<file path="src/design/swf_brp_pkg.sv">
// Package of the bit record parser: field codes and controller/datapath interface types.
`default_nettype none
package swf_brp_pkg;

  localparam int WIDTH_FIELD_BITS = 5;
  localparam int VAL_W = 31;
  localparam int ID_W  = 4;

  localparam logic [ID_W-1:0] FID_XMIN    = 4'd0;
  localparam logic [ID_W-1:0] FID_YMAX    = 4'd3;
  localparam logic [ID_W-1:0] FID_SCALE_X = 4'd4;
  localparam logic [ID_W-1:0] FID_SCALE_Y = 4'd5;
  localparam logic [ID_W-1:0] FID_ROT_0   = 4'd6;
  localparam logic [ID_W-1:0] FID_ROT_1   = 4'd7;
  localparam logic [ID_W-1:0] FID_TRANS_X = 4'd8;
  localparam logic [ID_W-1:0] FID_TRANS_Y = 4'd9;

  // Commands from the controller to the datapath.
  typedef struct packed {
    logic                        load;
    logic                        shift;
    logic                        consume;
    logic                        load_width;
    logic                        emit;
    logic                        zero;
    logic                        drop;
    logic [WIDTH_FIELD_BITS-1:0] need;
    logic [ID_W-1:0]             id;
    logic                        last;
  } cmd_t;

  // Status from the datapath to the controller.
  typedef struct packed {
    logic                        avail;
    logic                        hit;
    logic                        cur_bit;
    logic [WIDTH_FIELD_BITS-1:0] width;
    logic                        out_free;
  } stat_t;

endpackage
`default_nettype wire

</file>
<file path="src/design/swf_brp_ctrl.sv">
// Controller of the bit record parser: record phase, field sequencing and handshake.
`default_nettype none
module swf_brp_ctrl (
  input  wire logic                  clk,
  input  wire logic                  rst_n,
  input  wire logic                  in_tvalid,
  input  wire logic                  in_kind,
  output logic                       in_tready,
  input  wire swf_brp_pkg::stat_t    stat,
  output swf_brp_pkg::cmd_t          cmd
);

  localparam logic [3:0] PH_IDLE   = 4'd0;
  localparam logic [3:0] PH_RWIDTH = 4'd1;
  localparam logic [3:0] PH_RFIELD = 4'd2;
  localparam logic [3:0] PH_SFLAG  = 4'd3;
  localparam logic [3:0] PH_SWIDTH = 4'd4;
  localparam logic [3:0] PH_SFIELD = 4'd5;
  localparam logic [3:0] PH_KFLAG  = 4'd6;
  localparam logic [3:0] PH_KWIDTH = 4'd7;
  localparam logic [3:0] PH_KFIELD = 4'd8;
  localparam logic [3:0] PH_TWIDTH = 4'd9;
  localparam logic [3:0] PH_TFIELD = 4'd10;

  logic [3:0]                          phase_r, phase_nxt;
  logic [swf_brp_pkg::ID_W-1:0]        nf_r, nf_nxt;
  logic                                is_field;
  logic                                is_flag;
  logic                                wzero;
  logic                                do_field;
  logic                                accept;

  assign is_field = (phase_r inside {PH_RFIELD, PH_SFIELD, PH_KFIELD, PH_TFIELD});
  assign is_flag  = (phase_r inside {PH_SFLAG, PH_KFLAG});
  assign wzero    = (stat.width == '0);
  assign in_tready = !stat.avail && !(is_field && wzero);
  assign accept   = in_tvalid && in_tready;

  always_comb begin
    cmd       = '0;
    phase_nxt = phase_r;
    nf_nxt    = nf_r;
    do_field  = 1'b0;
    if (is_flag) begin
      cmd.need = 5'd1;
    end else if (is_field) begin
      cmd.need = stat.width;
    end else begin
      cmd.need = 5'(swf_brp_pkg::WIDTH_FIELD_BITS);
    end

    if (accept) begin
      cmd.load = 1'b1;
      if (phase_r == PH_IDLE) begin
        phase_nxt = in_kind ? PH_SFLAG : PH_RWIDTH;
        nf_nxt    = swf_brp_pkg::FID_XMIN;
      end
    end else if (stat.out_free && is_field && wzero) begin
      // A zero width field takes no bits and is sent as zero right away.
      cmd.zero = 1'b1;
      do_field = 1'b1;
    end else if (stat.out_free && stat.avail) begin
      cmd.shift = 1'b1;
      if (stat.hit) begin
        cmd.consume = 1'b1;
        case (phase_r)
          PH_SFLAG: begin
            phase_nxt = stat.cur_bit ? PH_SWIDTH : PH_KFLAG;
          end
          PH_KFLAG: begin
            phase_nxt = stat.cur_bit ? PH_KWIDTH : PH_TWIDTH;
          end
          PH_RWIDTH: begin
            cmd.load_width = 1'b1;
            nf_nxt    = swf_brp_pkg::FID_XMIN;
            phase_nxt = PH_RFIELD;
          end
          PH_SWIDTH: begin
            cmd.load_width = 1'b1;
            nf_nxt    = swf_brp_pkg::FID_SCALE_X;
            phase_nxt = PH_SFIELD;
          end
          PH_KWIDTH: begin
            cmd.load_width = 1'b1;
            nf_nxt    = swf_brp_pkg::FID_ROT_0;
            phase_nxt = PH_KFIELD;
          end
          PH_TWIDTH: begin
            cmd.load_width = 1'b1;
            nf_nxt    = swf_brp_pkg::FID_TRANS_X;
            phase_nxt = PH_TFIELD;
          end
          PH_RFIELD, PH_SFIELD, PH_KFIELD, PH_TFIELD: begin
            do_field = 1'b1;
          end
          default: begin
            phase_nxt = PH_IDLE;
          end
        endcase
      end
    end

    if (do_field) begin
      cmd.emit = 1'b1;
      case (phase_r)
        PH_RFIELD: begin
          cmd.id   = {2'b00, nf_r[1:0]};
          cmd.last = (nf_r[1:0] == swf_brp_pkg::FID_YMAX[1:0]);
          nf_nxt   = {2'b00, nf_r[1:0] + 2'd1};
          if (cmd.last) begin
            phase_nxt = PH_IDLE;
          end
        end
        PH_SFIELD: begin
          cmd.id = nf_r;
          if (nf_r == swf_brp_pkg::FID_SCALE_Y) begin
            phase_nxt = PH_KFLAG;
          end else begin
            nf_nxt = swf_brp_pkg::FID_SCALE_Y;
          end
        end
        PH_KFIELD: begin
          cmd.id = nf_r;
          if (nf_r == swf_brp_pkg::FID_ROT_1) begin
            phase_nxt = PH_TWIDTH;
          end else begin
            nf_nxt = swf_brp_pkg::FID_ROT_1;
          end
        end
        default: begin
          if (nf_r == swf_brp_pkg::FID_TRANS_Y) begin
            cmd.id    = swf_brp_pkg::FID_TRANS_Y;
            cmd.last  = 1'b1;
            phase_nxt = PH_IDLE;
          end else begin
            cmd.id = swf_brp_pkg::FID_TRANS_X;
            nf_nxt = swf_brp_pkg::FID_TRANS_Y;
          end
        end
      endcase
      // The rest of the byte after a record's final field is padding.
      cmd.drop = cmd.last;
    end
  end

  always_ff @(posedge clk) begin
    if (!rst_n) begin
      phase_r <= PH_IDLE;
      nf_r    <= '0;
    end else begin
      phase_r <= phase_nxt;
      nf_r    <= nf_nxt;
    end
  end

endmodule
`default_nettype wire

</file>
<file path="src/design/swf_brp_dp.sv">
// Datapath of the bit record parser: byte shifter, bit collector, width and output register.
`default_nettype none
module swf_brp_dp (
  input  wire logic                                 clk,
  input  wire logic                                 rst_n,
  input  wire logic [7:0]                           in_byte,
  input  wire swf_brp_pkg::cmd_t                    cmd,
  output swf_brp_pkg::stat_t                        stat,
  input  wire logic                                 out_ready,
  output logic                                      out_valid,
  output logic [swf_brp_pkg::ID_W-1:0]              out_id,
  output logic [swf_brp_pkg::VAL_W-1:0]             out_value,
  output logic                                      out_last
);

  localparam int VW = swf_brp_pkg::VAL_W;
  localparam int WW = swf_brp_pkg::WIDTH_FIELD_BITS;

  logic [7:0]    byte_r, byte_nxt;
  logic [3:0]    left_r, left_nxt;
  logic [VW-1:0] acc_r, acc_nxt, acc_sh;
  logic [WW-1:0] cnt_r, cnt_nxt, cnt_sh;
  logic [WW-1:0] width_r, width_nxt;
  logic          ov_r, ov_nxt;
  logic [swf_brp_pkg::ID_W-1:0] oid_r, oid_nxt;
  logic [VW-1:0] oval_r, oval_nxt;
  logic          olast_r, olast_nxt;
  logic [VW-1:0] ext_mask;
  logic [VW-1:0] sext;

  assign acc_sh   = {acc_r[VW-2:0], byte_r[7]};
  assign cnt_sh   = cnt_r + 5'd1;
  assign ext_mask = {VW{1'b1}} << cmd.need;
  // need is at least one whenever a collected value is sign-extended.
  assign sext     = acc_sh[cmd.need - 5'd1] ? (acc_sh | ext_mask) : acc_sh;

  assign stat.avail    = (left_r != 4'd0);
  assign stat.hit      = (cnt_sh == cmd.need);
  assign stat.cur_bit  = byte_r[7];
  assign stat.width    = width_r;
  assign stat.out_free = !ov_r || out_ready;

  always_comb begin
    byte_nxt  = byte_r;
    left_nxt  = left_r;
    acc_nxt   = acc_r;
    cnt_nxt   = cnt_r;
    width_nxt = width_r;
    ov_nxt    = ov_r && !out_ready;
    oid_nxt   = oid_r;
    oval_nxt  = oval_r;
    olast_nxt = olast_r;
    if (cmd.load) begin
      byte_nxt = in_byte;
      left_nxt = 4'd8;
    end
    if (cmd.shift) begin
      byte_nxt = {byte_r[6:0], 1'b0};
      left_nxt = left_r - 4'd1;
      acc_nxt  = cmd.consume ? '0 : acc_sh;
      cnt_nxt  = cmd.consume ? '0 : cnt_sh;
    end
    if (cmd.load_width) begin
      width_nxt = acc_sh[WW-1:0];
    end
    if (cmd.emit) begin
      ov_nxt    = 1'b1;
      oid_nxt   = cmd.id;
      oval_nxt  = cmd.zero ? '0 : sext;
      olast_nxt = cmd.last;
    end
    if (cmd.drop) begin
      left_nxt = 4'd0;
    end
  end

  always_ff @(posedge clk) begin
    if (!rst_n) begin
      left_r  <= '0;
      acc_r   <= '0;
      cnt_r   <= '0;
      width_r <= '0;
      ov_r    <= 1'b0;
    end else begin
      left_r  <= left_nxt;
      acc_r   <= acc_nxt;
      cnt_r   <= cnt_nxt;
      width_r <= width_nxt;
      ov_r    <= ov_nxt;
    end
  end

  always_ff @(posedge clk) begin
    byte_r  <= byte_nxt;
    oid_r   <= oid_nxt;
    oval_r  <= oval_nxt;
    olast_r <= olast_nxt;
  end

  assign out_valid = ov_r;
  assign out_id    = oid_r;
  assign out_value = oval_r;
  assign out_last  = olast_r;

endmodule
`default_nettype wire

</file>
<file path="src/design/swf_bit_record_parser_core.sv">
// Top level of the bit-packed RECT / MATRIX record parser.
//
//   Channel  Direction  Contents
//   in_      slave      tdata = raw record byte, tuser = record kind (0 RECT, 1 MATRIX)
//   out_     master     tdata = field id and sign-extended value, tlast = final field
//
// Each input beat is first loaded and then shifted bit by bit through the single-bit
// shifter in the datapath; every field of zero width adds a step of its own.
// A record's final field ends the beat early because the padding behind it is dropped.
// Reset is synchronous and active low; it returns the parser to the start of a record.
// The parser only shifts bits while the output register is empty or being read, so a
// stalled result holds every bit step; a used-up byte can still be replaced meanwhile.
`default_nettype none
module swf_bit_record_parser_core (
  input  wire logic        clk,
  input  wire logic        rst_n,
  input  wire logic        in_tvalid,
  output logic             in_tready,
  input  wire logic [7:0]  in_tdata,   // [7:0] data_byte
  input  wire logic        in_tuser,   // [0] kind, sampled on a record's first beat
  output logic             out_tvalid,
  input  wire logic        out_tready,
  output logic [39:0]      out_tdata,  // [3:0] field_id, [34:4] field_value, [39:35] zero
  output logic             out_tlast   // final field of the record
);

  swf_brp_pkg::cmd_t  cmd;
  swf_brp_pkg::stat_t stat;

  logic [swf_brp_pkg::ID_W-1:0]  out_id;
  logic [swf_brp_pkg::VAL_W-1:0] out_value;

  // The controller tracks where in the record the parser stands and which field
  // comes next; the datapath holds the bits and forms the values.
  swf_brp_ctrl u_ctrl (
    .clk       (clk),
    .rst_n     (rst_n),
    .in_tvalid (in_tvalid),
    .in_kind   (in_tuser),
    .in_tready (in_tready),
    .stat      (stat),
    .cmd       (cmd)
  );

  swf_brp_dp u_dp (
    .clk       (clk),
    .rst_n     (rst_n),
    .in_byte   (in_tdata),
    .cmd       (cmd),
    .stat      (stat),
    .out_ready (out_tready),
    .out_valid (out_tvalid),
    .out_id    (out_id),
    .out_value (out_value),
    .out_last  (out_tlast)
  );

  // The output beat packs the field id low, the value above it, and zero padding.
  assign out_tdata = {5'd0, out_value, out_id};

endmodule
`default_nettype wire

</file>
<file path="config.mk">
export PLATFORM = sky130hd
export DESIGN_NAME = swf_bit_record_parser_core
export DESIGN_NICKNAME = d
export VERILOG_FILES = /design/src/design/swf_brp_pkg.sv /design/src/design/swf_brp_ctrl.sv /design/src/design/swf_brp_dp.sv /design/src/design/swf_bit_record_parser_core.sv
export SDC_FILE = /design/constraint.sdc
export NUM_CORES = 1
export LEC_CHECK = 0
export ABC_CLOCK_PERIOD_IN_PS = 7400
export BUFFER_PORTS_ARGS = -buffer_cell sky130_fd_sc_hd__buf_2
export CAP_MARGIN = 5
export CORE_MARGIN = 2
export CORE_UTILIZATION = 55
export CTS_CLUSTER_DIAMETER = 40
export DETAILED_ROUTE_END_ITERATION = 7
export GPL_ROUTABILITY_DRIVEN = 0
export PLACE_DENSITY_LB_ADDON = 0.1
export SLEW_MARGIN = 15
export SYNTH_ARGS = -nofsm -noshare
export SYNTH_HDL_FRONTEND = slang
export SYNTH_SLANG_ARGS = --single-unit
</file>
<file path="constraint.sdc">
create_clock -name clk -period 7.4 [get_ports clk]
set_input_delay 0.74 -clock clk [delete_from_list [all_inputs] [get_ports clk]]
set_output_delay 0.74 -clock clk [all_outputs]
set_load 0.01 [all_outputs]
</file>
==> impl_metrics.yaml <==
sta:
  clock_skew_ns: 0.0152
  rsz0062_at_grt: "no"
  period_needed_ns: 5.17
  post-route-period-util_pct: 69.9
  maxSlewHeadroom_pct: 28.7
  drv_slew: 0
  worst_slew_pin_slew_ns: 1.07
  timing.hold.ws_ns: 0.474
  hold_viol: 0
  finalSetupViolCount: 0
  max_freq_mhz: 193
  tns_ns: 0
grt:
  grt_pass1_wl_mm: 20.1
  gr-total-overflow: 0
  grt.total_usage_pct: 24.5
  grt_max_degree: 51
  antenna_found_initial: 0
  grt_pass1_vias: 3868
power:
  total_leakage_power_nw: 2.08
  ir_drop_mv: 0.205
  power.density_nw_per_um2: 321
min_path:
  hold_class: "register to register"
die:
  die_y_um: 103
  core_area_um2: 9330
  ios: 56
  placementRows: 35
  fp.dieW_um: 103
  initial_core_util_pct: 57.2
  dieArea_um2: 10500
detailed_routing:
  first_pass_iters: 5
  drcViolationCount: 0
  avgRoutedWirePerCell_um: 16.5
  drtIter0Drc: 343
  vias_per_cell: 5.97
  drt-total-wl_mm: 12.4
  ant_nets: 0
  via_count: 4462
cts:
  tritoncts: "done"
  ctsLongestPathBuffers: 2
  numCtsBuffers: 9
  cts-root-buf: "clkbuf_8"
  cts_sinks: 97
  ctsResizeCount: 0
  h-tree-depth: 3
  ctsHoldBuffers: 0
  insertion_delay_ns: 0.37
  clk_pin_slew_ns: 0.10
  post_cts_buffers: 0
synth:
  syn_area_per_cell_um2: 9.02
  ys_seq_elements: 97
  ys_seq_area_share_pct: 44.4
  synthDistinctLibCells: 63
  syn_area_um2: 5340
  synthFlopType: "dfxtp_1"
  synth_edf_count: 43
  yosys_warnings: 0
  postSynthCellCount: 592
  async_reset_ff_share_pct: 0
worst_setup_path:
  critPathMaxFanout: 31
  crit_required_ns: 7.49
  cp_data_arrival_time_ns: 5.27
  slowest_delay_ns: 0.82
  cp-start-kind: "register"
  path_cells: "nand4bb_1 > o31a_1 > nor2_1 > inv_1 > ha_1 > mux4_2 > mux2_2 > or3_1 > nand3_1 > o21ai_0"
  crit_family: "simple AND/OR/NAND/NOR gates"
  worstSetupPathType: "register to register"
  end_kind: "register"
  crit_buf_inv: 1
  worst_path_max_delay_cell: "nor2_1"
finish:
  area_growth_pct: 7.67
  final_cells: 748
  antennaDiodeCount: 0
  nFillCells: 838
  stdcell_area_um2: 5750
  layout.nets: 636
  drive_above_1_share_pct: 13.9
place:
  numPlacedInstances: 732
  postPlaceCellArea_um2: 5570
  io_buffers: 50
  place_hpwl_mm: 8.54
status:
  outcome: "finished clean"
run:
  maxCapViolCount: 0
[cell type report]
cell class | count | area [µm²] | area share (%)
clock buffers | 9 | 124 | 2.16
clock inverters | 7 | 53.8 | 0.936
inverters | 23 | 86.3 | 1.50
multi-input cells | 428 | 2660 | 46.3
flip-flops and latches | 97 | 2370 | 41.3
well taps | 129 | 161 | 2.81
repair buffers | 55 | 288 | 5.01
[report_power, final]
group	switching, mW	internal (mW)
Sequential	0.0744	0.695
Combinational	0.501	0.256
Clock	0.196	0.125
Total	0.771	1.08
[tightest hold or removal path, stage by stage (launching register included)]
cell and delay (ns):
dfxtp_1 0.33, nand2_1 0.05, a21oi_1 0.05
[cells by family (layout without fill, tap and decap cells)]
group / Yosys count / in the layout / share of synthesized area (%)
xor gates and xnor gates: 13 / 13 / 2.13
muxes: 18 / 18 / 5.04
other: 1 / 5 / 0.0703
DFF: 97 / 97 / 44.4
AOI/OAI and AO/OA: 161 / 161 / 20.5
buffers and inverters: 71 / 94 / 6.12
adders and majority gates: 9 / 9 / 2.11
and+or+nand+nor: 222 / 222 / 19.6
[sequential cells by signal, indices dropped and copies added, names as in the netlist, 4 cells and up]
name / cells
u_dp.out_value: 31
u_dp.acc_r: 30
u_dp.byte_r: 8
u_dp.cnt_r: 5
u_dp.width_r: 5
u_ctrl.nf_r: 4
u_ctrl.phase_r: 4
u_dp.left_r: 4
u_dp.out_id: 4
[path summary, 6_finish.rpt]
path                          start                 to  slack, ns  depth (start not counted)
setup / recovery  u_ctrl.phase_r[0]  u_dp.out_value[7]       2.23                         10
hold / removal       u_dp.byte_r[0]     u_dp.byte_r[0]       0.47                          2
setup reg to reg  u_ctrl.phase_r[0]  u_dp.out_value[7]       2.23                         10
hold reg to reg      u_dp.byte_r[0]     u_dp.byte_r[0]       0.47                          2
[synth_stat cells (5+ instances only)]
| cell | n | area (µm²) |
|---|---|---|
| inv_1 | 22 | 82.6 |
| mux4_2 | 7 | 158 |
| buf_2 | 9 | 45.0 |
| edfxtp_1 | 43 | 1290 |
| ha_1 | 9 | 113 |
| nand2_1 | 98 | 368 |
| xnor2_1 | 9 | 78.8 |
| o21ai_0 | 36 | 180 |
| o21a_1 | 5 | 37.5 |
| dfxtp_1 | 54 | 1080 |
| a211o_1 | 5 | 43.8 |
| a21oi_1 | 27 | 135 |
| nor3_1 | 7 | 35.0 |
| nor2b_1 | 12 | 75.1 |
| clkbuf_1 | 25 | 93.8 |
| a21boi_0 | 34 | 255 |
| and2_1 | 7 | 43.8 |
| nand3_1 | 43 | 215 |
| nor2_1 | 25 | 93.8 |
| a22o_1 | 7 | 61.3 |
| nand2b_1 | 7 | 43.8 |
| buf_4 | 7 | 52.6 |
| mux2i_1 | 10 | 100 |
| o31ai_1 | 13 | 97.6 |
[routing by layer]
metal	up-vias	track usage (%)	part of all wire, %
li1	2150	-	-
met4	0	8.00	1.7
met2	199	34.3	43
met3	17	2.92	7.7
met5	-	0	0
met1	2096	39.0	47
[placed cells by master, fill, tap and decap left out, types with 10 or more instances in the layout]
cell / Yosys / routed
nand2_1: 98 / 98
dfxtp_1: 54 / 54
buf_2: 9 / 50
nand3_1: 43 / 43
edfxtp_1: 43 / 43
o21ai_0: 36 / 36
a21boi_0: 34 / 34
a21oi_1: 27 / 27
nor2_1: 25 / 25
inv_1: 22 / 22
o31ai_1: 13 / 13
nor2b_1: 12 / 12
mux2i_1: 10 / 10
[metrics by stage]
stage	setup WS, ns	utilization [%]	total power [mW]
final	2.23	61.6	1.85
after global routing	1.71	61.6	1.97
after CTS	2.22	61.6	1.85
after detailed placement	2.22	59.7	1.53
after global placement	2.42	59.7	1.52
after floorplan	4.05	-	1.36
(Power assumes the default switching activity.)
